===== config.mk =====
export PLATFORM = sky130hd
export DESIGN_NAME = mlfr_ctrl
export DESIGN_NICKNAME = d
export VERILOG_FILES = /design/src/rtl/mlfr_pkg.sv /design/src/rtl/mlfr_ctrl.sv
export SDC_FILE = /design/constraint.sdc
export NUM_CORES = 1
export LEC_CHECK = 0
export BUFFER_PORTS_ARGS = -buffer_cell sky130_fd_sc_hd__buf_2
export CORE_MARGIN = 10
export CORE_UTILIZATION = 42
export DETAILED_ROUTE_END_ITERATION = 6
export PLACE_DENSITY = 0.72
export SKIP_LAST_GASP = 1
export SYNTH_ARGS = -nofsm -noshare
export SYNTH_HDL_FRONTEND = slang
export SYNTH_SLANG_ARGS = --single-unit

===== constraint.sdc =====
create_clock -name i_clk -period 2.27 [get_ports i_clk]
set_input_delay 0.454 -clock i_clk [delete_from_list [all_inputs] [get_ports i_clk]]
set_output_delay 0.454 -clock i_clk [all_outputs]
set_load 0.05 [all_outputs]

===== src/rtl/mlfr_pkg.sv =====
`timescale 1ns / 1ps
`default_nettype none

package mlfr_pkg;

    // Action codes of an input item
    localparam logic [2:0] ACT_PIXEL    = 3'd0;
    localparam logic [2:0] ACT_FILL     = 3'd1;
    localparam logic [2:0] ACT_CONTRAST = 3'd2;
    localparam logic [2:0] ACT_REFRESH  = 3'd3;
    localparam logic [2:0] ACT_TICK     = 3'd4;

    // Configuration register indexes
    localparam logic CFG_WIDTH  = 1'b0;
    localparam logic CFG_HEIGHT = 1'b1;

    // Panel command bytes
    localparam logic [7:0] CMD_VOLUME   = 8'h81;
    localparam logic [7:0] CMD_PAGE     = 8'hB0;
    localparam logic [7:0] CMD_COL_LOW  = 8'h00;
    localparam logic [7:0] CMD_COL_HIGH = 8'h10;
    localparam logic [7:0] CMD_RMW      = 8'hE0;
    localparam logic [7:0] BYTE_BLACK   = 8'h00;
    localparam logic [7:0] BYTE_WHITE   = 8'hFF;

    localparam int          HEAD_STEPS = 4;
    localparam logic [7:0]  PCT_MAX    = 8'd100;
    // pct * 63 / 100 == (pct * VOL_RECIP) >> VOL_SHIFT for pct in 0..100
    localparam logic [18:0] VOL_RECIP  = 19'd330309;
    localparam int          VOL_SHIFT  = 19;

    // Stream step counter and effective width: up to 4 + 255 steps
    localparam int STEP_W = 9;

    typedef enum logic [1:0] {
        ST_OK    = 2'd0,
        ST_RANGE = 2'd1,
        ST_BUSY  = 2'd2
    } t_status;

    typedef enum logic [1:0] {
        SEL_STATUS = 2'd0,
        SEL_VOL0   = 2'd1,
        SEL_VOL1   = 2'd2,
        SEL_STREAM = 2'd3
    } t_emit_sel;

    typedef struct packed {
        logic      in_ready;
        logic      load;
        logic      sweep_wr;
        logic      sweep_fill;
        logic      pix_rd;
        logic      pix_wr;
        logic      tick_rd;
        logic      calc;
        logic      arm;
        logic      emit;
        t_emit_sel sel;
        t_status   code;
    } t_cmd;

    typedef struct packed {
        logic [2:0] act;
        logic       active;
        logic       pix_oor;
        logic       sweep_last;
        logic       out_free;
        logic       stream_last;
    } t_sts;

endpackage

`default_nettype wire


===== src/rtl/mlfr_ctrl.sv =====
`timescale 1ns / 1ps
`default_nettype none

module mlfr_ctrl (
    input  wire logic          i_clk,
    input  wire logic          i_rst_n,
    input  wire logic          i_in_valid,
    input  wire mlfr_pkg::t_sts i_sts,
    output mlfr_pkg::t_cmd      o_cmd
);

    typedef enum logic [5:0] {
        S_CLEAR  = 6'b000001,
        S_IDLE   = 6'b000010,
        S_DECODE = 6'b000100,
        S_RMW    = 6'b001000,
        S_FILL   = 6'b010000,
        S_EMIT   = 6'b100000
    } t_state;

    t_state              r_state, n_state;
    mlfr_pkg::t_emit_sel r_sel, n_sel;
    mlfr_pkg::t_status   r_code, n_code;

    always_ff @(posedge i_clk) begin
        if (!i_rst_n) begin
            r_state <= S_CLEAR;
            r_sel   <= mlfr_pkg::SEL_STATUS;
            r_code  <= mlfr_pkg::ST_OK;
        end else begin
            r_state <= n_state;
            r_sel   <= n_sel;
            r_code  <= n_code;
        end
    end

    always_comb begin
        n_state = r_state;
        n_sel   = r_sel;
        n_code  = r_code;
        o_cmd   = '0;
        o_cmd.sel  = r_sel;
        o_cmd.code = r_code;
        case (r_state)
            S_CLEAR: begin
                o_cmd.sweep_wr = 1'b1;
                if (i_sts.sweep_last) begin
                    n_state = S_IDLE;
                end
            end
            S_IDLE: begin
                o_cmd.in_ready = 1'b1;
                if (i_in_valid) begin
                    o_cmd.load = 1'b1;
                    n_state    = S_DECODE;
                end
            end
            S_DECODE: begin
                n_sel  = mlfr_pkg::SEL_STATUS;
                n_code = mlfr_pkg::ST_OK;
                if (i_sts.act == mlfr_pkg::ACT_TICK) begin
                    if (i_sts.active) begin
                        o_cmd.tick_rd = 1'b1;
                        n_sel   = mlfr_pkg::SEL_STREAM;
                        n_state = S_EMIT;
                    end else begin
                        n_state = S_IDLE;
                    end
                end else if (i_sts.act > mlfr_pkg::ACT_TICK) begin
                    n_state = S_IDLE;
                end else if (i_sts.active) begin
                    n_code  = mlfr_pkg::ST_BUSY;
                    n_state = S_EMIT;
                end else begin
                    case (i_sts.act)
                        mlfr_pkg::ACT_PIXEL: begin
                            if (i_sts.pix_oor) begin
                                n_code  = mlfr_pkg::ST_RANGE;
                                n_state = S_EMIT;
                            end else begin
                                o_cmd.pix_rd = 1'b1;
                                n_state = S_RMW;
                            end
                        end
                        mlfr_pkg::ACT_FILL: begin
                            n_state = S_FILL;
                        end
                        mlfr_pkg::ACT_CONTRAST: begin
                            o_cmd.calc = 1'b1;
                            n_sel   = mlfr_pkg::SEL_VOL0;
                            n_state = S_EMIT;
                        end
                        default: begin
                            o_cmd.arm = 1'b1;
                            n_state = S_EMIT;
                        end
                    endcase
                end
            end
            S_RMW: begin
                o_cmd.pix_wr = 1'b1;
                n_state = S_EMIT;
            end
            S_FILL: begin
                o_cmd.sweep_wr   = 1'b1;
                o_cmd.sweep_fill = 1'b1;
                if (i_sts.sweep_last) begin
                    n_state = S_EMIT;
                end
            end
            S_EMIT: begin
                if (i_sts.out_free) begin
                    o_cmd.emit = 1'b1;
                    if (r_sel == mlfr_pkg::SEL_VOL0) begin
                        n_sel = mlfr_pkg::SEL_VOL1;
                    end else begin
                        n_state = S_IDLE;
                    end
                end
            end
            default: begin
                n_state = S_IDLE;
            end
        endcase
    end

endmodule

`default_nettype wire


---- After elaboration in Yosys (flattened, before gate mapping) ----
Cells that the tools add are included.
Widths: inputs -> output; s select.
operators by class
  reductions and logical operators ........ 6
  multiplexer cells ....................... 46
  magnitude comparators ................... 1
  equal/unequal tests ..................... 16
operator list
  kind                number
  $mux 6              10
  $pmux 6 s6          1
  $mux 2              11
  $mux 1              21
  $ne 2x2->1 const B  6
  $pmux 6 s2          1
  $eq 6x1->1 const B  1
  $eq 6x2->1 const B  1
  $eq 6x3->1 const B  1
  $eq 6x4->1 const B  1
  $eq 6x5->1 const B  1
  $eq 6x6->1 const B  1
  $reduce_and 5->1    1
  $pmux 2 s2          1
  $eq 3x1->1 const B  1
  $eq 3x2->1 const B  1
  $eq 3x3->1 const B  1
  $gt 3x3->1 const B  1
  $logic_not 3->1     1
  $mux 3              1
  $reduce_and 3->1    1
  $reduce_or 3->1     1
  $eq 2x1->1 const B  1
  $reduce_bool 2->1   1
  $reduce_or 2->1     1
storage, ports and cells
  register bits ........................... 10
  bits of input ports ..................... 11
  word-level logic and storage cells ...... 72

---- Depth between registers and ports, before layout ----
  depth in word-level cells ............... 7
  gate-level depth with buffers ........... 6
  mapped depth without buffers ............ 4

---- Least setup slack after synthesis ----
Ideal clock, no wire load.
  kind .................................... register to output
  start ................................... register r_state[4]
  end ..................................... output o_cmd[12] (netlist bit)
  stages on the path, launching flop included .. 5
  arrival time ............................ 2.838 ns
  setup slack ............................. -1.022 ns
  buffers on the path ..................... 1
  data required time ...................... 1.816 ns
  cell sequence ........................... dfxtp_1 buf_6 or4_4 nor3b_1 and2_1
RTL lines
  element                   RTL line         RTL
  start: declaration        mlfr_ctrl.sv:21  t_state r_state, n_state;
  start signal: assignment  mlfr_ctrl.sv:31  r_state <= n_state;
  end: declaration          mlfr_ctrl.sv:9   output mlfr_pkg::t_cmd o_cmd

==> summary.md <==
| Metric | Value |
|---|---|
| Max incr delay on CP | `570 ps` |
| Hold Path Class | `reg2reg` |
| Vias in the first global route | `727` |
| Die Area | `3560 sq um` |
| Number of synthesized flops with an enable pin | `0` |
| Io pins | `25` |
| Max VDD drop | `0.000298 V` |
| Post-Syn Instances | `81` |
| Largest net degree at the start of global routing | `10` |
| Mapped cell area | `661 sq um` |
| Violated checks | `setup timing` |
| Crit share post-route | `105%` |
| Share of layout cells above drive strength 1 | `43.9%` |
| FMAX | `420 MHz` |
| Clock skew | `3.44 ps` |
| Antenna-violating nets left | `0` |
| GRT Util Overall | `11.8%` |
| Vias per cell | `5.63` |
| CP Max Fanout | `3` |
| Maxcap violations | `0` |
| Core Box Area | `1490 sq um` |
| DR vias | `732` |
| Clk_lat worst skew | `270 ps` |
| CP max stage cell | `or4_4` |
| Crit path DAT | `1930 ps` |
| Final Slew Violations | `0` |
| Number of CTS-inserted buffers | `3` |
| Worst Path Required | `1820 ps` |
| Seq/Total Area, Yosys | `30.3%` |
| Fin crit period | `2380 ps` |
| Finished Core Util | `64.6%` |
| Slew headroom | `72.3%` |
| Final Routed Wirelength | `2120 microns` |
| Worst Tran Pin Value | `413 ps` |
| Final worst slack | `-111 ps` |
| Synth cell types | `35` |
| Synth-to-layout area growth | `45.6%` |
| Hold Vio Cnt, Final | `0` |
| Critical Path Sink Type | `primary output` |
| Final setup violation count | `5` |
| Yosys Warn Count | `0` |
| CTS Hold Bufs | `0` |
| First-pass GRT wire length | `3330 microns` |
| Most frequent cells in the layout | `16 x buf_2, 13 x buf_4, 8 x nor2_1, 8 x dfxtp_1, 6 x nand2_1` |
| CTS root buf | `clkbuf_4` |
| Critical Setup Path Class | `reg2out` |
| Initial DRC count | `18` |
| Pleak | `0.437 nW` |
| Die X | `59.7 microns` |
| Syn Nets | `92` |
| CTS tree | `yes` |
| Die height | `59.7 microns` |
| H-tree Lvls | `1` |
| Row cnt | `14` |
| Post-Syn Area per Cell | `8.16 sq um` |
| Total power | `0.466 mW` |
| Hold WS | `465 ps` |
| Dpl hpwl | `1510 microns` |
| #FFs+latches synth | `10` |
| Sink Count | `10` |
| Pre-Repair DR Iteration Count | `4` |
| Top FF cell, synth | `dfxtp_1` |
| RSZ-0062 raised after global routing | `yes` |
| Nets | `126` |
| Setup TNS | `-479 ps` |
| CTS max path bufs | `2` |
| Initial Utilization | `44.4%` |
| Initial antenna violation count | `0` |
| Commonest non-fill, non-tap cell in the layout | `buf_2` |
| Wire length per cell | `16.3 microns` |
| Clock transition at the registers of the reported paths | `80 ps` |
| Pwr dens | `485 nW/um^2` |
| Status | `finished, violations left` |
| DRC | `0` |
| FFs w/ async S/R, synth | `0%` |
| Fill count | `143` |
| Port bufs | `23` |
| RePlAce Congestion | `0.840` |
| CP startpoint kind | `flip-flop` |
| # diodes | `0` |
| Grt total ovfl | `0` |
| Critical Path, Cell by Cell | `or4_4 > or3b_4 > nor3_4 > buf_6` |
-- cell families (layout without fill, tap and decap cells) --
kind of cell              Yosys count  in the layout  share of synthesized area, %
and+or+nand+nor                    43             43                          40.7
AOI/OAI and AO/OA                  18             18                          20.5
DFF                                10             10                          30.3
xor gates and xnor gates            2              2                          2.65
buffers and inverters               8             41                          5.87
-- cells in the mapped netlist, types with 2 or more instances --
library cell  instances  area share [%]
o21ai_0               3             2.3
xnor2_1               2             2.7
a211o_1               2             2.7
o31ai_1               2             2.3
nor3_1                3             2.3
a21oi_1               5             3.8
nor2_1               10             5.7
and2_1                2             1.9
and3_1                2             1.9
inv_1                 5             2.8
nor3b_1               3             3.4
nand2_1               6             3.4
nor2b_1               4             3.8
or4_1                 2             2.3
dfxtp_1              10              30
-- metrics by stage --
step	setup WS, ps	cell area (sq um)	std cells
3_3_place_gp	62.6	862	124
2_1_floorplan	-139	701	81
4_1_cts	-105	936	129
3_5_place_dp	40.8	862	124
5_1_grt	-175	962	130
6_report	-111	962	130
-- where the power goes --
part           switching [mW]  internal (mW)
logic                  0.0650         0.0432
clock network          0.0712         0.0975
registers             0.00900          0.181
total                   0.145          0.321
-- routing by layer --
| metal | wire length, microns | global-route usage, % | vias up |
|---|---|---|---|
| met3 | 164 | 5.08 | 2 |
| met5 | 0 | 0 | - |
| met2 | 1010 | 18.4 | 23 |
| met4 | 4 | 2.88 | 0 |
| li1 | - | - | 363 |
| met1 | 939 | 14.4 | 344 |
-- sequential cells by signal, summed over array words and instances, names as in the netlist --
| signal | cells |
|---|---|
| r_sel | 2 |
| r_state | 6 |
| r_code | 2 |
-- worst paths after layout --
path	startpoint	to	slack [ps]	cells after the start
max	r_state[5]	o_cmd[9]	-110	4
min	r_code[1]	r_code[1]	470	2
max reg2reg	r_state[1]	r_state[1]	280	4
min reg2reg	r_code[1]	r_code[1]	470	2
-- what timing repair did --
action	CTS	global route
gates resized for setup	10	5
endpoints found under the setup margin	6	8
pin swaps	4	2
setup buffers	1	1
-- critical path, delay by kind of cell, from the launching register on --
kind,cells,cell delay (ps)
buffers and inverters,1,180
flip-flops,1,320
AND/OR/NAND/NOR,3,1150
-- area by class of cell --
type | instances | area, sq um | area share, %
sequential | 10 | 203 | 21.1
tap | 16 | 20.0 | 2.08
multi-input combinational | 63 | 473 | 49.2
inverter | 5 | 18.8 | 1.95
clock buffer | 4 | 36.3 | 3.77
timing repair buffer | 32 | 211 | 22.0
No activity file was read; power rests on OpenSTA's default activity.
